<file path="config.mk">
export PLATFORM = sky130hd
export DESIGN_NAME = relaxed_json_comment_comma_stripper_top
export DESIGN_NICKNAME = d
export VERILOG_FILES = /design/src/hw/rtl/rjcs_pkg.sv /design/src/hw/rtl/rjcs_strip.sv /design/src/hw/rtl/rjcs_queue.sv /design/src/hw/rtl/rjcs_comma.sv /design/src/hw/rtl/relaxed_json_comment_comma_stripper_top.sv
export SDC_FILE = /design/constraint.sdc
export NUM_CORES = 1
export LEC_CHECK = 0
export BUFFER_PORTS_ARGS = -buffer_cell sky130_fd_sc_hd__buf_4
export CORE_MARGIN = 2
export CORE_UTILIZATION = 30
export DETAILED_ROUTE_END_ITERATION = 12
export PLACE_DENSITY_LB_ADDON = 0.15
export SLEW_MARGIN = 0
export SYNTH_ARGS = -nofsm -noshare
export SYNTH_HDL_FRONTEND = slang
export SYNTH_SLANG_ARGS = --single-unit
</file>
<file path="constraint.sdc">
create_clock -name clk -period 5 [get_ports clk]
set_clock_uncertainty 0.2 [all_clocks]
set_input_delay 0.25 -clock clk [delete_from_list [all_inputs] [get_ports clk]]
set_output_delay 0.25 -clock clk [all_outputs]
set_load 0.1 [all_outputs]
</file>
<file path="src/hw/rtl/rjcs_pkg.sv">
// Package for the JSON comment and trailing-comma stripper.
// Holds character codes, status codes, state enums and the queue entry type.
// No dependencies.
package rjcs_pkg;

	localparam int SPACE_DEPTH_DEF = 32;
	localparam int MAX_RESULTS     = 36;
	localparam int RES_CNT_W       = 6;
	localparam int Q_DEPTH         = 2;
	localparam int Q_AW            = $clog2(Q_DEPTH);

	localparam logic [7:0] CH_BSLASH = 8'h5C;
	localparam logic [7:0] CH_QUOTE  = 8'h22;
	localparam logic [7:0] CH_SLASH  = 8'h2F;
	localparam logic [7:0] CH_STAR   = 8'h2A;
	localparam logic [7:0] CH_CR     = 8'h0D;
	localparam logic [7:0] CH_LF     = 8'h0A;
	localparam logic [7:0] CH_TAB    = 8'h09;
	localparam logic [7:0] CH_SPACE  = 8'h20;
	localparam logic [7:0] CH_RBRACK = 8'h5D;
	localparam logic [7:0] CH_RBRACE = 8'h7D;
	localparam logic [7:0] CH_COMMA  = 8'h2C;

	localparam logic [1:0] ST_OK       = 2'd0;
	localparam logic [1:0] ST_UNCLOSED = 2'd1;
	localparam logic [1:0] ST_OVERFLOW = 2'd2;

	localparam logic [1:0] WS_SPACE = 2'd0;
	localparam logic [1:0] WS_TAB   = 2'd1;
	localparam logic [1:0] WS_CR    = 2'd2;
	localparam logic [1:0] WS_LF    = 2'd3;

	typedef enum logic [2:0] {
		M_NORMAL,
		M_QUOTED,
		M_QESC,
		M_LINE,
		M_BLOCK
	} strip_mode_t;

	typedef enum logic [1:0] {
		Q_NONE,
		Q_OPEN,
		Q_ESC
	} quote_state_t;

	typedef enum logic [1:0] {
		B_CHAR,
		B_COMMA,
		B_BUF,
		B_END
	} comma_state_t;

	typedef struct packed {
		logic [7:0] c0;
		logic [7:0] c1;
		logic       v0;
		logic       v1;
		logic       eoi;
		logic       unclosed;
	} strip_entry_t;

	typedef struct packed {
		logic [7:0] out_byte;
		logic       byte_valid;
		logic       last_of_run;
		logic       end_of_text;
		logic [1:0] status;
	} result_t;

endpackage

</file>
<file path="src/hw/rtl/rjcs_strip.sv">
// Front part: comment stripper. Classifies each input byte and turns it into
// up to two characters for the comma filter, packed as one queue entry.
// Depends on rjcs_pkg.
module rjcs_strip (
	input  logic                  clk,
	input  logic                  arst_n,
	input  logic [7:0]            in_byte,
	input  logic                  end_of_input,
	input  logic                  accept,
	output logic                  push,
	output rjcs_pkg::strip_entry_t entry
);
	import rjcs_pkg::*;

	strip_mode_t mode_q, mode_d;
	logic        slash_q, slash_d;
	logic        star_q, star_d;
	logic [7:0]  c;
	logic        crlf;

	assign c    = in_byte;
	assign crlf = (c == CH_CR) || (c == CH_LF);

	always_ff @(posedge clk or negedge arst_n) begin
		if (!arst_n) begin
			mode_q  <= M_NORMAL;
			slash_q <= 1'b0;
			star_q  <= 1'b0;
		end else if (accept) begin
			mode_q  <= mode_d;
			slash_q <= slash_d;
			star_q  <= star_d;
		end
	end

	always_comb begin
		mode_d  = mode_q;
		slash_d = slash_q;
		star_d  = star_q;
		entry   = '0;
		unique case (mode_q) inside
			M_QUOTED, M_QESC: begin
				entry.c0 = c;
				entry.v0 = 1'b1;
				if (mode_q == M_QESC)
					mode_d = M_QUOTED;
				else if (c == CH_BSLASH)
					mode_d = M_QESC;
				else if (c == CH_QUOTE)
					mode_d = M_NORMAL;
			end
			M_LINE: begin
				entry.v0 = 1'b1;
				if (crlf) begin
					entry.c0 = c;
					mode_d   = M_NORMAL;
				end else begin
					entry.c0 = CH_SPACE;
				end
			end
			M_BLOCK: begin
				if (star_q) begin
					star_d   = 1'b0;
					entry.c0 = CH_SPACE;
					entry.v0 = 1'b1;
					if (c == CH_SLASH) begin
						entry.c1 = CH_SPACE;
						entry.v1 = 1'b1;
						mode_d   = M_NORMAL;
					end else if (c == CH_STAR) begin
						star_d = 1'b1;
					end else begin
						entry.c1 = crlf ? c : CH_SPACE;
						entry.v1 = 1'b1;
					end
				end else if (c == CH_STAR) begin
					star_d = 1'b1;
				end else begin
					entry.c0 = crlf ? c : CH_SPACE;
					entry.v0 = 1'b1;
				end
			end
			default: begin
				mode_d = M_NORMAL;
				if (slash_q) begin
					slash_d = 1'b0;
					if (c == CH_SLASH || c == CH_STAR) begin
						entry.c0 = CH_SPACE;
						entry.v0 = 1'b1;
						entry.c1 = CH_SPACE;
						entry.v1 = 1'b1;
						mode_d   = (c == CH_SLASH) ? M_LINE : M_BLOCK;
						star_d   = 1'b0;
					end else begin
						entry.c0 = CH_SLASH;
						entry.v0 = 1'b1;
						entry.c1 = c;
						entry.v1 = 1'b1;
						if (c == CH_QUOTE)
							mode_d = M_QUOTED;
					end
				end else if (c == CH_QUOTE) begin
					entry.c0 = c;
					entry.v0 = 1'b1;
					mode_d   = M_QUOTED;
				end else if (c == CH_SLASH) begin
					slash_d = 1'b1;
				end else begin
					entry.c0 = c;
					entry.v0 = 1'b1;
				end
			end
		endcase

		if (end_of_input) begin
			entry.eoi      = 1'b1;
			entry.unclosed = (mode_d == M_BLOCK);
			if (slash_d) begin
				entry.c0 = CH_SLASH;
				entry.v0 = 1'b1;
			end
			if (mode_d == M_BLOCK && star_d) begin
				if (entry.v0) begin
					entry.c1 = CH_SPACE;
					entry.v1 = 1'b1;
				end else begin
					entry.c0 = CH_SPACE;
					entry.v0 = 1'b1;
				end
			end
			mode_d  = M_NORMAL;
			slash_d = 1'b0;
			star_d  = 1'b0;
		end
	end

	assign push = accept && (entry.v0 || entry.eoi);

endmodule

</file>
<file path="src/hw/rtl/rjcs_queue.sv">
// Short queue between the comment stripper and the comma filter.
// Holds stripped entries in flip-flops; depth from rjcs_pkg.
// Depends on rjcs_pkg.
module rjcs_queue (
	input  logic                   clk,
	input  logic                   arst_n,
	input  logic                   push,
	input  rjcs_pkg::strip_entry_t push_data,
	output logic                   full,
	input  logic                   pop,
	output logic                   head_valid,
	output rjcs_pkg::strip_entry_t head
);
	import rjcs_pkg::*;

	localparam int CNT_W = $clog2(Q_DEPTH + 1);

	strip_entry_t     slot_q [Q_DEPTH];
	logic [Q_AW-1:0]  wr_ptr_q, rd_ptr_q;
	logic [CNT_W-1:0] cnt_q;
	logic             do_push, do_pop;

	assign full       = (cnt_q == CNT_W'(Q_DEPTH));
	assign head_valid = (cnt_q != '0);
	assign head       = slot_q[rd_ptr_q];
	assign do_push    = push && !full;
	assign do_pop     = pop && head_valid;

	always_ff @(posedge clk) begin
		if (do_push)
			slot_q[wr_ptr_q] <= push_data;
	end

	always_ff @(posedge clk or negedge arst_n) begin
		if (!arst_n) begin
			wr_ptr_q <= '0;
			rd_ptr_q <= '0;
			cnt_q    <= '0;
		end else begin
			if (do_push)
				wr_ptr_q <= (wr_ptr_q == Q_AW'(Q_DEPTH - 1)) ? '0 : wr_ptr_q + Q_AW'(1);
			if (do_pop)
				rd_ptr_q <= (rd_ptr_q == Q_AW'(Q_DEPTH - 1)) ? '0 : rd_ptr_q + Q_AW'(1);
			if (do_push && !do_pop)
				cnt_q <= cnt_q + CNT_W'(1);
			else if (do_pop && !do_push)
				cnt_q <= cnt_q - CNT_W'(1);
		end
	end

endmodule

</file>
<file path="src/hw/rtl/rjcs_comma.sv">
// Back part: trailing-comma filter. Runs each queue entry through a small
// sequencer, buffers whitespace after a comma in a memory, and stages results.
// Depends on rjcs_pkg.
module rjcs_comma #(
	parameter int SPACE_DEPTH = rjcs_pkg::SPACE_DEPTH_DEF
) (
	input  logic                   clk,
	input  logic                   arst_n,
	input  logic                   q_valid,
	input  rjcs_pkg::strip_entry_t head,
	output logic                   q_pop,
	output logic                   dst_valid,
	input  logic                   dst_stall,
	output logic [7:0]             out_byte,
	output logic                   byte_valid,
	output logic                   last_of_run,
	output logic                   end_of_text,
	output logic [1:0]             status
);
	import rjcs_pkg::*;

	localparam int AW = $clog2(SPACE_DEPTH);
	localparam int CW = $clog2(SPACE_DEPTH + 1);

	function automatic logic is_ws(input logic [7:0] ch);
		return (ch == CH_SPACE) || (ch == CH_TAB) || (ch == CH_CR) || (ch == CH_LF);
	endfunction

	function automatic logic [1:0] ws_code(input logic [7:0] ch);
		logic [1:0] code;
		case (ch)
			CH_TAB:  code = WS_TAB;
			CH_CR:   code = WS_CR;
			CH_LF:   code = WS_LF;
			default: code = WS_SPACE;
		endcase
		return code;
	endfunction

	function automatic logic [7:0] ws_char(input logic [1:0] code);
		logic [7:0] ch;
		case (code)
			WS_TAB:  ch = CH_TAB;
			WS_CR:   ch = CH_CR;
			WS_LF:   ch = CH_LF;
			default: ch = CH_SPACE;
		endcase
		return ch;
	endfunction

	logic [1:0]     spc_mem [SPACE_DEPTH];
	logic [1:0]     rd_q;
	logic [AW-1:0]  rd_addr;
	logic           wr_en;

	comma_state_t   st_q, st_d;
	quote_state_t   quote_q, quote_d;
	logic [1:0]     ci_q, ci_d;
	logic           pend_q, pend_d;
	logic [CW-1:0]  cnt_q, cnt_d;
	logic [AW-1:0]  idx_q, idx_d;
	logic           ovf_q, ovf_d;
	logic [RES_CNT_W-1:0] resn_q;

	result_t        stg_q, out_q, gen_res;
	logic           stg_valid_q, stg_final_q, out_valid_q;
	logic           gen_req, gen_final, gen_ok, gen_wr, drop;
	logic           mark, done, out_free, stg_move;
	logic [7:0]     cc;
	logic           have, keep, buf_last;
	logic [1:0]     end_status;

	assign cc   = (ci_q == 2'd0) ? head.c0 : head.c1;
	assign have = q_valid && ((ci_q == 2'd0 && head.v0) || (ci_q == 2'd1 && head.v1));
	assign keep = !(cc == CH_RBRACK || cc == CH_RBRACE);
	assign buf_last = (CW'(idx_q) + CW'(1)) == cnt_q;
	assign end_status = head.unclosed ? ST_UNCLOSED : (ovf_q ? ST_OVERFLOW : ST_OK);

	assign out_free = !out_valid_q || !dst_stall;
	assign drop     = resn_q >= RES_CNT_W'(MAX_RESULTS);
	assign gen_ok   = drop || !stg_valid_q || out_free;
	assign gen_wr   = gen_req && gen_ok && !drop;
	assign stg_move = stg_valid_q && out_free && (stg_final_q || gen_wr);

	always_ff @(posedge clk) begin
		if (wr_en)
			spc_mem[cnt_q[AW-1:0]] <= ws_code(cc);
		rd_q <= spc_mem[rd_addr];
	end

	always_comb begin
		st_d      = st_q;
		quote_d   = quote_q;
		ci_d      = ci_q;
		pend_d    = pend_q;
		cnt_d     = cnt_q;
		idx_d     = idx_q;
		ovf_d     = ovf_q;
		gen_req   = 1'b0;
		gen_final = 1'b0;
		gen_res   = '0;
		mark      = 1'b0;
		done      = 1'b0;
		wr_en     = 1'b0;
		rd_addr   = '0;
		unique case (st_q)
			B_CHAR: begin
				if (q_valid) begin
					if (!have) begin
						st_d = B_END;
					end else if (quote_q != Q_NONE) begin
						gen_req            = 1'b1;
						gen_res.out_byte   = cc;
						gen_res.byte_valid = 1'b1;
						if (gen_ok) begin
							ci_d = ci_q + 2'd1;
							if (quote_q == Q_ESC)
								quote_d = Q_OPEN;
							else if (cc == CH_BSLASH)
								quote_d = Q_ESC;
							else if (cc == CH_QUOTE)
								quote_d = Q_NONE;
						end
					end else if (pend_q && is_ws(cc)) begin
						if (cnt_q < CW'(SPACE_DEPTH)) begin
							wr_en = 1'b1;
							cnt_d = cnt_q + CW'(1);
							ci_d  = ci_q + 2'd1;
						end else begin
							ovf_d  = 1'b1;
							pend_d = 1'b0;
							st_d   = B_COMMA;
						end
					end else if (pend_q) begin
						pend_d = 1'b0;
						if (keep)
							st_d = B_COMMA;
						else if (cnt_q != '0)
							st_d = B_BUF;
					end else if (cc == CH_COMMA) begin
						pend_d = 1'b1;
						cnt_d  = '0;
						ci_d   = ci_q + 2'd1;
					end else begin
						gen_req            = 1'b1;
						gen_res.out_byte   = cc;
						gen_res.byte_valid = 1'b1;
						if (gen_ok) begin
							ci_d = ci_q + 2'd1;
							if (cc == CH_QUOTE)
								quote_d = Q_OPEN;
						end
					end
				end
			end
			B_COMMA: begin
				gen_req            = 1'b1;
				gen_res.out_byte   = CH_COMMA;
				gen_res.byte_valid = 1'b1;
				if (gen_ok)
					st_d = (cnt_q != '0) ? B_BUF : B_CHAR;
			end
			B_BUF: begin
				gen_req            = 1'b1;
				gen_res.out_byte   = ws_char(rd_q);
				gen_res.byte_valid = 1'b1;
				rd_addr            = idx_q;
				if (gen_ok) begin
					if (buf_last) begin
						cnt_d   = '0;
						idx_d   = '0;
						rd_addr = '0;
						st_d    = B_CHAR;
					end else begin
						idx_d   = idx_q + AW'(1);
						rd_addr = idx_q + AW'(1);
					end
				end
			end
			B_END: begin
				if (head.eoi && pend_q && quote_q == Q_NONE) begin
					pend_d = 1'b0;
					st_d   = B_COMMA;
				end else if (stg_valid_q && !stg_final_q) begin
					mark = 1'b1;
					done = 1'b1;
				end else if (head.eoi) begin
					gen_req             = 1'b1;
					gen_final           = 1'b1;
					gen_res.last_of_run = 1'b1;
					gen_res.end_of_text = 1'b1;
					gen_res.status      = end_status;
					done                = gen_ok;
				end else begin
					done = 1'b1;
				end
				if (done) begin
					ci_d = '0;
					st_d = B_CHAR;
					if (head.eoi) begin
						quote_d = Q_NONE;
						pend_d  = 1'b0;
						cnt_d   = '0;
						ovf_d   = 1'b0;
					end
				end
			end
			default: st_d = B_CHAR;
		endcase
	end

	assign q_pop = done;

	always_ff @(posedge clk or negedge arst_n) begin
		if (!arst_n) begin
			st_q        <= B_CHAR;
			quote_q     <= Q_NONE;
			ci_q        <= '0;
			pend_q      <= 1'b0;
			cnt_q       <= '0;
			idx_q       <= '0;
			ovf_q       <= 1'b0;
			resn_q      <= '0;
			stg_valid_q <= 1'b0;
			stg_final_q <= 1'b0;
			out_valid_q <= 1'b0;
		end else begin
			st_q    <= st_d;
			quote_q <= quote_d;
			ci_q    <= ci_d;
			pend_q  <= pend_d;
			cnt_q   <= cnt_d;
			idx_q   <= idx_d;
			ovf_q   <= ovf_d;
			if (done)
				resn_q <= '0;
			else if (gen_wr)
				resn_q <= resn_q + RES_CNT_W'(1);
			if (gen_wr) begin
				stg_valid_q <= 1'b1;
				stg_final_q <= gen_final;
			end else if (stg_move) begin
				stg_valid_q <= 1'b0;
				stg_final_q <= 1'b0;
			end else if (mark) begin
				stg_final_q <= 1'b1;
			end
			if (stg_move)
				out_valid_q <= 1'b1;
			else if (out_free)
				out_valid_q <= 1'b0;
		end
	end

	always_ff @(posedge clk) begin
		if (gen_wr) begin
			stg_q <= gen_res;
		end else if (mark) begin
			stg_q.last_of_run <= 1'b1;
			stg_q.end_of_text <= head.eoi;
			stg_q.status      <= head.eoi ? end_status : ST_OK;
		end
		if (stg_move)
			out_q <= stg_q;
	end

	assign dst_valid   = out_valid_q;
	assign out_byte    = out_q.out_byte;
	assign byte_valid  = out_q.byte_valid;
	assign last_of_run = out_q.last_of_run;
	assign end_of_text = out_q.end_of_text;
	assign status      = out_q.status;

`ifndef ASSERT_OFF
	a_buf_nonempty: assert property (@(posedge clk) disable iff (!arst_n)
		st_q == B_BUF |-> cnt_q != '0)
		else $error("release sweep with empty whitespace buffer");
	a_final_valid: assert property (@(posedge clk) disable iff (!arst_n)
		stg_final_q |-> stg_valid_q)
		else $error("final mark on empty staging register");
	a_final_holds: assert property (@(posedge clk) disable iff (!arst_n)
		stg_valid_q && stg_final_q && !out_free |=> stg_valid_q && stg_final_q)
		else $error("final result lost while output stalled");
	a_pend_unquoted: assert property (@(posedge clk) disable iff (!arst_n)
		pend_q |-> quote_q == Q_NONE)
		else $error("comma pending inside a string");
	a_cnt_range: assert property (@(posedge clk) disable iff (!arst_n)
		cnt_q <= CW'(SPACE_DEPTH) && resn_q <= RES_CNT_W'(MAX_RESULTS))
		else $error("buffer or result count out of range");
`endif

endmodule

</file>
<file path="src/hw/rtl/relaxed_json_comment_comma_stripper_top.sv">
// Top level of the JSON comment and trailing-comma stripper.
// Instantiates rjcs_strip, rjcs_queue and rjcs_comma; depends on rjcs_pkg.
//
//   channel  handshake              payload
//   src      src_valid, src_stall   in_byte, end_of_input
//   dst      dst_valid, dst_stall   out_byte, byte_valid, last_of_run, end_of_text, status
//
// The stripper takes one byte per cycle while the two-entry queue has room.
// The comma filter works through each queue entry character by character, then pops it from its end state.
// A released comma is sent from its own state and is followed by the buffered whitespace bytes;
// a dropped comma is left out, but its buffered whitespace bytes are still sent.
// dst_stall holds the output register; src_stall rises when the queue is full.
// arst_n clears all control state; the whitespace memory needs no clearing.
module relaxed_json_comment_comma_stripper_top #(
	parameter int SPACE_DEPTH = rjcs_pkg::SPACE_DEPTH_DEF
) (
	input  logic       clk,
	input  logic       arst_n,
	input  logic       src_valid,
	output logic       src_stall,
	input  logic [7:0] in_byte,
	input  logic       end_of_input,
	output logic       dst_valid,
	input  logic       dst_stall,
	output logic [7:0] out_byte,
	output logic       byte_valid,
	output logic       last_of_run,
	output logic       end_of_text,
	output logic [1:0] status
);
	import rjcs_pkg::*;

	strip_entry_t push_data, head;
	logic         accept, push, full, pop, head_valid;

	assign src_stall = full;
	assign accept    = src_valid && !full;

	rjcs_strip u_strip (
		.clk          (clk),
		.arst_n       (arst_n),
		.in_byte      (in_byte),
		.end_of_input (end_of_input),
		.accept       (accept),
		.push         (push),
		.entry        (push_data)
	);

	rjcs_queue u_queue (
		.clk        (clk),
		.arst_n     (arst_n),
		.push       (push),
		.push_data  (push_data),
		.full       (full),
		.pop        (pop),
		.head_valid (head_valid),
		.head       (head)
	);

	rjcs_comma #(
		.SPACE_DEPTH (SPACE_DEPTH)
	) u_comma (
		.clk         (clk),
		.arst_n      (arst_n),
		.q_valid     (head_valid),
		.head        (head),
		.q_pop       (pop),
		.dst_valid   (dst_valid),
		.dst_stall   (dst_stall),
		.out_byte    (out_byte),
		.byte_valid  (byte_valid),
		.last_of_run (last_of_run),
		.end_of_text (end_of_text),
		.status      (status)
	);

endmodule
</file>
Yosys cells after proc, flatten, opt, wreduce, memory -nomap -nowiden
Memories as Yosys holds them, arrays and structs flattened. A register that Yosys moved wholly into a read port is not among the register bits.
Cells that the tools add are included.
{"block": "word_totals", "memories": 2, "out_inout_bits": 15, "ff_bits": 63, "ramBits": 104}
{"block": "op_classes", "n_reduce_logical": 62, "mux": 190, "eq_ne": 57, "add_sub_neg": 9, "n_lt_le_gt_ge": 2}
{"memory": "u_comma.spc_mem", "words": 32, "width": 2, "rd": 1, "rd_ports_with_merged_regs": 1, "wr": 1, "line_no": "rjcs_comma.sv:51", "source": "logic [1:0] spc_mem [SPACE_DEPTH];"}
{"memory": "u_queue.slot_q", "words": 2, "width": 20, "rd": 1, "rd_ports_with_merged_regs": 0, "wr": 1, "line_no": "rjcs_queue.sv:18", "source": "strip_entry_t slot_q [Q_DEPTH];"}
{"operator": "8-bit 2-to-1 mux", "count": 13}
{"operator": "2-bit 2-to-1 mux", "count": 43}
{"operator": "6-bit 2-to-1 mux", "count": 13}
{"operator": "1-bit 2-to-1 mux", "count": 77}
{"operator": "9-bit 2-to-1 mux", "count": 6}
{"operator": "8-bit by 6-bit == test with 1-bit output, second input constant", "count": 6}
{"operator": "8-bit by 4-bit == test with 1-bit output, second input constant", "count": 5}
{"operator": "6-bit one-hot mux with 3 select lines", "count": 2}
{"operator": "8-bit by 7-bit == test with 1-bit output, second input constant", "count": 4}
{"operator": "3-bit 2-to-1 mux", "count": 10}
{"operator": "9-bit one-hot mux with 3 select lines", "count": 1}
{"operator": "4-bit 2-to-1 mux", "count": 6}
{"operator": "8-bit one-hot mux with 3 select lines", "count": 1}
{"operator": "11-bit AND reduction", "count": 2}
{"operator": "20-bit 2-to-1 mux", "count": 1}
{"operator": "1-bit logical AND", "count": 18}
{"operator": "18-bit 2-to-1 mux", "count": 1}
{"operator": "2-bit by 1-bit inequality test with 1-bit output, second input constant", "count": 9}
{"operator": "8-bit one-hot mux with 2 select lines", "count": 1}
{"operator": "2-bit nonzero test", "count": 8}
{"operator": "5-bit 2-to-1 mux", "count": 3}
{"operator": "3-bit inequality test, second input constant", "count": 5}
{"operator": "14-bit 2-to-1 mux", "count": 1}
{"operator": "6-bit by 1-bit adder with 6-bit output, second input constant", "count": 2}
{"operator": "other kinds (38)", "count": 82}

Depth between registers and ports, before layout
Gate-level depths: netlist (run 1).
{"block": "depth", "ltp_word": 18, "ltp_mapped": 13, "mapped_depth_nobuf": 12}

Hierarchy
A second synthesis (run 1) with hierarchy kept.
{"block": "unflattened", "cells_unflattened": 909, "area_unflattened_um2": 9796.9}
{"module": "rjcs_comma", "area_per_inst_um2": 7040.5, "cells_each": 681, "n_inst": 1}
{"module": "rjcs_queue", "area_per_inst_um2": 1737.9, "cells_each": 81, "n_inst": 1}
{"module": "rjcs_strip", "area_per_inst_um2": 1004.7, "cells_each": 146, "n_inst": 1}
{"module": "relaxed_json_comment_comma_stripper_top", "area_per_inst_um2": 13.8, "cells_each": 1, "n_inst": 1}

Worst setup path after synthesis (run 1)
No wires, ideal clock.
{"block": "synth_path", "path_type": "register -> register", "start": "reg u_comma.ci_q[0]", "end": "mem u_comma.spc_mem[0][0] (data pin)", "setup_slack_ps": 1047, "t_arrival_ps": 3308, "period_less_slack_ps": 3953, "path_stages_with_launch": 8, "cell_sequence": "dfrtp_1 > inv_1 > ha_1 > clkbuf_1 > mux4_2 > or3_4 > or2_2 > nor3_1"}
{"block": "synth_via", "elab_chain_len": 5}
{"item": "start: declaration", "line_no": "rjcs_comma.sv:58", "source": "logic [1:0] ci_q, ci_d;"}
{"item": "start signal: assignment", "line_no": "rjcs_comma.sv:230", "source": "ci_q <= ci_d;"}
{"item": "2-bit zero test (*)", "line_no": "rjcs_comma.sv:73", "source": "assign cc = (ci_q == 2'd0) ? head.c0 : head.c1;"}
{"item": "8-bit 2-to-1 mux (*)", "line_no": "rjcs_comma.sv:73"}
{"item": "8-bit by 4-bit == test with 1-bit output", "line_no": "rjcs_comma.sv:31", "source": "case (ch)"}
{"item": "2-bit one-hot mux with 3 select lines (*)", "line_no": "rjcs_comma.sv:31"}
{"item": "2-bit 2-to-1 mux (*)", "line_no": "rjcs_comma.sv:86", "source": "if (wr_en)"}
{"item": "end: declaration", "line_no": "rjcs_comma.sv:51"}
Every way passes the cells marked *; elsewhere a longest branch is shown, timed or not. The select of a mux whose other input is x is not followed.

Final worst setup path (run 1)
{"block": "layout_path", "start": "reg u_queue.rd_ptr_q", "end": "mem u_comma.spc_mem[14][0], enable pin"}
{"block": "layout_via", "elab_chain_len": 14}
{"item": "start: declaration", "line_no": "rjcs_queue.sv:19", "source": "logic [Q_AW-1:0] wr_ptr_q, rd_ptr_q;"}
{"item": "start signal: assignment", "line_no": "rjcs_queue.sv:43", "source": "rd_ptr_q <= (rd_ptr_q == Q_AW'(Q_DEPTH - 1)) ? '0 : rd_ptr_q + Q_AW'(1);"}
{"item": "memory read 2 x 20 bit (*)"}
{"item": "8-bit 2-to-1 mux", "line_no": "rjcs_comma.sv:73"}
{"item": "8-bit by 6-bit == test with 1-bit output or 8-bit by 4-bit == test with 1-bit output (tied branches)", "line_no": "rjcs_comma.sv:26", "source": "return (ch == CH_SPACE) || (ch == CH_TAB) || (ch == CH_CR) || (ch == CH_LF);"}
{"item": "1-bit logical OR (3 in a row)", "line_no": "rjcs_comma.sv:26"}
{"item": "1-bit logical AND", "line_no": "rjcs_comma.sv:124", "source": "end else if (pend_q && is_ws(cc)) begin"}
{"item": "1-bit 2-to-1 mux", "line_no": "rjcs_comma.sv:124"}
{"item": "1-bit 2-to-1 mux", "line_no": "rjcs_comma.sv:111", "source": "end else if (quote_q != Q_NONE) begin"}
{"item": "1-bit 2-to-1 mux (*)", "line_no": "rjcs_comma.sv:109", "source": "if (!have) begin"}
{"item": "1-bit 2-to-1 mux (*)", "line_no": "rjcs_comma.sv:108", "source": "if (q_valid) begin"}
{"item": "1-bit 2-to-1 mux (*)", "line_no": "rjcs_comma.sv:106", "source": "unique case (st_q)"}
{"item": "1-bit 2-to-1 mux (*)", "line_no": "rjcs_comma.sv:86"}
{"item": "1-bit 2-to-1 mux (implied by the code) (*)", "line_no": "rjcs_comma.sv:87", "source": "spc_mem[cnt_q[AW-1:0]] <= ws_code(cc);"}
Every way passes the cells marked *; elsewhere a longest branch is shown, timed or not.

==> results of run 1 <==
-- stage by stage --
stage	hold slack, ns	setup slack, ns	utilization [%]
after CTS	0.004928	0.9471	35.24
after floorplan	-0.2456	1.047	-
final	0.03243	0.9698	35.24
after global placement	0.06022	1.069	32.87
after global routing	0.03192	0.6929	35.24
after detailed placement	0.06485	0.9784	32.87
-- cell usage in the layout, fill, tap and decap left out, types with 12 or more instances in the layout --
master       n
a21oi_1     19
and3_1      12
buf_4       38
clkbuf_16   17
dfrtp_1     37
edfxtp_1   130
ha_1        19
inv_1       33
mux2i_1     32
nand2_1     58
nand3_1     20
nor2_1      96
nor3_1      19
o21ai_0     42
xnor2_1     12
-- metal layers --
layer,vias to the layer above,global-route usage [%],share of wire [%]
met5,-,0,0
met4,0,3.814,0.97
met3,13,2.478,4.0
met2,158,22.10,46
met1,2984,20.15,49
li1,2852,-,-
-- cells by family (layout without fill, tap and decap cells) --
logic type	count (synthesis)	in the layout	synth area share (%)
and+or+nand+nor	276	276	15.73
DFF	169	169	56.64
xor gates and xnor gates	19	19	1.935
muxes	49	49	7.392
AOI/OAI and AO/OA	155	155	12.15
adders and majority gates	19	19	2.765
buffers and inverters	71	107	3.391
-- area by class of cell --
cell class | count | area (sq um)
Fill cell | 2721 | 18140
Multi-Input combinational cell | 518 | 3456
Clock buffer | 19 | 442.9
Timing Repair Buffer | 42 | 325.3
Tap cell | 378 | 473.0
Clock inverter | 13 | 181.4
Sequential cell | 169 | 4870
Inverter | 33 | 123.9
-- power groups by stage --
stage          Sequential, mW  Combinational (mW)  Clock [mW]
6_report                 2.10                2.32        1.39
5_1_grt                  2.14                2.54        1.48
3_5_place_dp             2.14                2.32           0
4_1_cts                  2.11                2.33        1.42
2_1_floorplan            2.47                1.41           0
3_3_place_gp             2.13                2.29           0
-- how the worst min path moves through the flow --
stage,endpoint,start
3_3_place_gp,u_comma.stg_final_q,arst_n
4_1_cts,u_queue.slot_q[0][8],in_byte[4]
3_5_place_dp,u_comma.resn_q[0],arst_n
6_report,u_queue.slot_q[0][8],in_byte[4]
2_1_floorplan,u_comma.ci_q[0],arst_n
5_1_grt,u_queue.slot_q[1][16],in_byte[4]
-- state kept, by name, indices dropped and copies added, names as in the netlist, 3 cells and up --
signal	flops
u_comma.resn_q	6
u_comma.cnt_q	6
u_strip.mode_q	3
u_comma.out_byte	8
u_queue.slot_q	40
u_comma.idx_q	5
u_comma.stg_q	13
u_comma.spc_mem	64
-- what timing repair did --
item	4_1_cts	5_1_grt
setup endpoints to repair	0	0
hold buffers	4	0
endpoints found under the hold margin	46	0
setup buffers	0	0
-- worst max-delay path, delay by kind of cell, from the launching register on --
kind | cells | cell delay (ns)
compound gates | 1 | 0.15
flops | 1 | 0.79
mux | 1 | 0.62
simple gates | 6 | 1.95
==> flow_metrics.env, run 1 <==
export IMPL_antenna_found_initial=0
export IMPL_cts_root_buf="clkbuf_16"
export IMPL_grt_overflow_total=0
export IMPL_synth_area_sq_mm=0.008598
export IMPL_p_total_mw=5.813
export IMPL_cp_cell_sequence="mux4_2 > or3_4 > nor4b_4 > o21ai_2 > nor3_1 > and2_1 > nand2_1 > nor2_1"
export IMPL_area_delta_synth_final_pct=14.81
export IMPL_max_freq_mhz=248.1
export IMPL_grt_pass1_wl_mm=33.42
export IMPL_synth_cell_types=72
export IMPL_synth_top_cells_by_count="edfxtp_1 (130), nor2_1 (96), nand2_1 (58), o21ai_0 (43), dfrtp_1 (37)"
export IMPL_clk_latency_ns=0.43
export IMPL_gp_congestion=0.8596
export IMPL_reg2reg_setup_slack_ns=0.97
export IMPL_switching_power_mw=2.344
export IMPL_start_kind="flip-flop"
export IMPL_cts_buffer_depth=2
export IMPL_routedWlPerCell_um=17.68
export IMPL_die_h_um=173.3
export IMPL_vias=6007
export IMPL_synthFlopType="edfxtp_1"
export IMPL_finalInstanceArea_sq_mm=0.009872
export IMPL_synth_most_common_cell="edfxtp_1"
export IMPL_power_per_cell_area_mw_per_mm2=588.8
export IMPL_die_area_sq_mm=0.03003
export IMPL_hp_class="input port to flip-flop"
export IMPL_async_flop_share_pct=21.89
export IMPL_htreeDepth=4
export IMPL_synthCells=758
export IMPL_required_ns=4.92
export IMPL_drv_slew=0
export IMPL_min_path_cells=2
export IMPL_yosysTopAreaCellShare_pct=45.40
export IMPL_grt_max_degree=38
export IMPL_leakage_nw=3.650
export IMPL_antennaDiodeCount=0
export IMPL_wirelength_mm=20.72
export IMPL_hpwl_mm=14.83
export IMPL_rsz0062_at_grt="false"
export IMPL_core_area_sq_mm=0.02801
export IMPL_rr_endpoint="u_comma.spc_mem[14][0]"
export IMPL_final_setup_tns_ns=0
export IMPL_seqPwrFrac_pct=36.2
export IMPL_finalNonFillerCells=1172
export IMPL_startpoint="u_queue.rd_ptr_q"
export IMPL_ant_nets=0
export IMPL_synth_edf_count=130
export IMPL_yosysTopAreaCell="edfxtp_1"
export IMPL_drt_iter0_drc=491
export IMPL_crit_fanout=13
export IMPL_die_x_um=173.3
export IMPL_cts_buffers=17
export IMPL_avgSynthCellArea_sq_um=11.34
export IMPL_relSlewSlack_pct=29.69
export IMPL_syn_num_nets=790
export IMPL_endpoint_kind="flip-flop"
export IMPL_grtUsageTotal_pct=14.10
export IMPL_fin_crit_sh_pct=80.60
export IMPL_p_clk_share_pct=23.9
export IMPL_outcome="completed"
export IMPL_port_buffers=27
export IMPL_peakVddDrop_mv=0.2572
export IMPL_place_area_sq_mm=0.009208
export IMPL_cts_tree="done"
export IMPL_grt_pass1_vias=5905
export IMPL_slowest_delay_ns=0.79
export IMPL_p_int_mw=3.469
export IMPL_ys_seq_area_share_pct=56.64
export IMPL_maxCapViolations=0
export IMPL_path_class="flip-flop to flip-flop"
export IMPL_period_minus_slack_ns=4.030
export IMPL_vias_per_cell=5.125
export IMPL_combPwrFrac_pct=39.9
export IMPL_crit_path_end="u_comma.spc_mem[14][0]"
export IMPL_clock_sinks=169
export IMPL_tightest_slew_ns=1.051
export IMPL_dp_cells=1136
export IMPL_ys_warn_count=0
export IMPL_firstDrtPassIters=5
export IMPL_critPathSlowestCell="dfrtp_1"
export IMPL_worstRegToRegCells=8
export IMPL_synth_area_top_cells="edfxtp_1 (45%), dfrtp_1 (11%), nor2_1 (4.2%), mux2i_1 (3.7%), mux4_2 (2.9%)"
export IMPL_finalSetupViolCount=0
export IMPL_switching_share_pct=40.33
export IMPL_layout_nets=813
export IMPL_r2r_start="u_queue.rd_ptr_q"
export IMPL_drcViolationCount=0
export IMPL_yosys_register_bits=169
export IMPL_rows=61
export IMPL_arrival_ns=3.95
export IMPL_drive_above_1_share_pct=13.35
export IMPL_hold_viol=0
export IMPL_num_io_pins=28
export IMPL_initial_core_util_pct=30.70
export IMPL_cts_resized=0
export IMPL_path_clk_slew_ns=0.07
No activity file was read; power rests on OpenSTA's default activity.
==> run 2, diff against run 1 <==
==> constraint.sdc (replaced) <==
create_clock -name clk -period 3.9 [get_ports clk]
set_clock_uncertainty 0.2 [all_clocks]
set_input_delay 0.195 -clock clk [delete_from_list [all_inputs] [get_ports clk]]
set_output_delay 0.195 -clock clk [all_outputs]
set_load 0.1 [all_outputs]
==> run 2 against run 1 <==
  * Die area did not move
  * First-iteration DRC count shrank 12%
  * Combinational power is 35% higher
  * Sequential share of layout area is 0.70 points lower
  * Critical endpoint is now u_comma.spc_mem[2][1]
  * Worst setup slack got worse by 0.70 ns
  * Worst hold slack got worse by 0.00063 ns
  * Clock power increased by 21%
  * Core utilization is 0.50 points higher
  * Highest routed layer unchanged
  * Sequential power up 27%
  * Sequential cell count did not move
  * Power up 29%
  * Largest cell class unchanged
  * Final cell count grew 1.6%
==> flow_metrics.env, run 2 (synthesized netlist as in run 1, its figures left out) <==
export IMPL_rr_endpoint="u_comma.spc_mem[2][1]"
export IMPL_min_path_cells=4
export IMPL_vias_per_cell=5.071
export IMPL_tightest_slew_ns=0.6612
export IMPL_drcViolationCount=0
export IMPL_layout_nets=832
export IMPL_grt_pass1_vias=5975
export IMPL_largest_reg_flops=64
export IMPL_area_delta_synth_final_pct=16.46
export IMPL_finalSetupViolCount=0
export IMPL_grt_pass1_wl_mm=33.47
export IMPL_final_setup_tns_ns=0
export IMPL_arrival_ns=3.54
export IMPL_required_ns=3.82
export IMPL_p_total_mw=7.492
export IMPL_cts_root_buf="clkbuf_16"
export IMPL_die_x_um=173.3
export IMPL_grt_overflow_total=0
export IMPL_cp_cell_sequence="mux4_2 > or3_4 > nor4b_4 > o21ai_2 > nor3_1 > and2_1 > nand2_1 > nor2_1"
export IMPL_antennaDiodeCount=0
export IMPL_vias=6040
export IMPL_rsz0062_at_grt="false"
export IMPL_routedWlPerCell_um=17.53
export IMPL_hp_class="input port to flip-flop"
export IMPL_dp_slack_ns=0.1888
export IMPL_drt_iter0_drc=433
export IMPL_path_class="flip-flop to flip-flop"
export IMPL_maxCapViolations=0
export IMPL_finalInstanceArea_sq_mm=0.01001
export IMPL_critPathSlowestCell="mux4_2"
export IMPL_initial_core_util_pct=30.70
export IMPL_core_area_sq_mm=0.02801
export IMPL_r2r_start="u_queue.rd_ptr_q"
export IMPL_drv_slew=0
export IMPL_outcome="completed"
export IMPL_cts_setup_buffers=0
export IMPL_peakVddDrop_mv=0.2785
export IMPL_relSlewSlack_pct=55.36
export IMPL_die_area_sq_mm=0.03003
export IMPL_leakage_nw=3.739
export IMPL_hp_start="src_valid"
export IMPL_cts_buffer_depth=2
export IMPL_reg2reg_setup_slack_ns=0.27
export IMPL_power_per_cell_area_mw_per_mm2=748.2
export IMPL_layout_common_cells="edfxtp_1 (130), nor2_1 (96), nand2_1 (58), buf_4 (52), o21ai_0 (42)"
export IMPL_period_minus_slack_ns=3.626
export IMPL_num_io_pins=28
export IMPL_drive_above_1_share_pct=15.38
export IMPL_clock_sinks=169
export IMPL_wirelength_mm=20.88
export IMPL_min_to="u_strip.mode_q[0]"
export IMPL_max_freq_mhz=275.8
export IMPL_antenna_found_initial=1
export IMPL_hpwl_mm=14.89
export IMPL_ant_nets=0
export IMPL_firstDrtPassIters=5
export IMPL_die_h_um=173.3
export IMPL_endpoint_kind="flip-flop"
export IMPL_worst_slack_ns=0.2741
export IMPL_hold_ws_ns=0.03180
export IMPL_start_kind="flip-flop"
export IMPL_cts_buffers=17
export IMPL_mostFrequentLayoutCell="edfxtp_1"
export IMPL_htreeDepth=4
export IMPL_slowest_delay_ns=0.58
export IMPL_grt_max_degree=38
export IMPL_fin_crit_sh_pct=92.97
export IMPL_fillers=2728
export IMPL_rows=61
export IMPL_place_area_sq_mm=0.009353
export IMPL_port_buffers=27
export IMPL_grtUsageTotal_pct=14.14
export IMPL_clk_latency_ns=0.43
export IMPL_worstRegToRegCells=8
export IMPL_cts_tree="done"
export IMPL_path_clk_slew_ns=0.07
export IMPL_hold_viol=0
export IMPL_gp_congestion=0.8622
export IMPL_crit_fanout=8
==> run 2: stage by stage <==
step	std cells	util, %
CTS	1191	35.74
global route	1191	35.75
detailed placement	1152	33.39
floorplan	758	-
global placement	1152	33.39
finish	1191	35.75
==> run 2: timing repair <==
item / CTS / global route
hold endpoints to repair: 55 / 0
resized for setup: 0 / 1
setup endpoints to repair: 0 / 22
hold buffers: 7 / 0
==> run 2: cell type report <==
| type | instances | area [sq um] | share of cell area (%) |
|---|---|---|---|
| sequential | 169 | 4870 | 48.63 |
| multi-input combinational | 518 | 3458 | 34.54 |
| tap | 378 | 473.0 | 4.723 |
| clock buffer | 18 | 439.2 | 4.386 |
| timing repair buffer | 61 | 500.5 | 4.998 |
| clock inverter | 14 | 148.9 | 1.487 |
| inverter | 33 | 123.9 | 1.237 |
==> run 2: worst max-delay path, delay by kind of cell (launching register included) <==
family           cells  cell delay (ns)
AO/OA/AOI/OAI        1             0.15
flip-flops           1             0.57
multiplexers         1             0.58
AND/OR/NAND/NOR      6             1.80
==> run 2: metal layers <==
metal	part of all wire (%)	GRT usage [%]
met1	49	20.16
met2	46	22.02
met3	3.3	2.368
met4	1.7	4.414
met5	0	0
==> run 2: worst max path at each step <==
| stage | slack (ns) | start | endpoint | cells after the start |
|---|---|---|---|---|
| floorplan | 0.10 | u_comma.ci_q[0] | u_comma.byte_valid | 12 |
| global placement | 0.30 | u_comma.ci_q[0] | u_comma.spc_mem[22][0] | 10 |
| detailed placement | 0.19 | u_comma.ci_q[0] | u_comma.spc_mem[2][0] | 10 |
| CTS | 0.17 | u_comma.ci_q[0] | u_comma.spc_mem[2][1] | 10 |
| global route | 0.02 | u_queue.rd_ptr_q | u_comma.spc_mem[2][1] | 8 |
| finish | 0.27 | u_queue.rd_ptr_q | u_comma.spc_mem[2][1] | 8 |
==> run 2: report_power, final <==
group | switching, mW | total [mW] | internal, mW
combinational | 2.07 | 3.14 | 1.07
sequential | 0.230 | 2.67 | 2.44
clock | 0.805 | 1.68 | 0.875
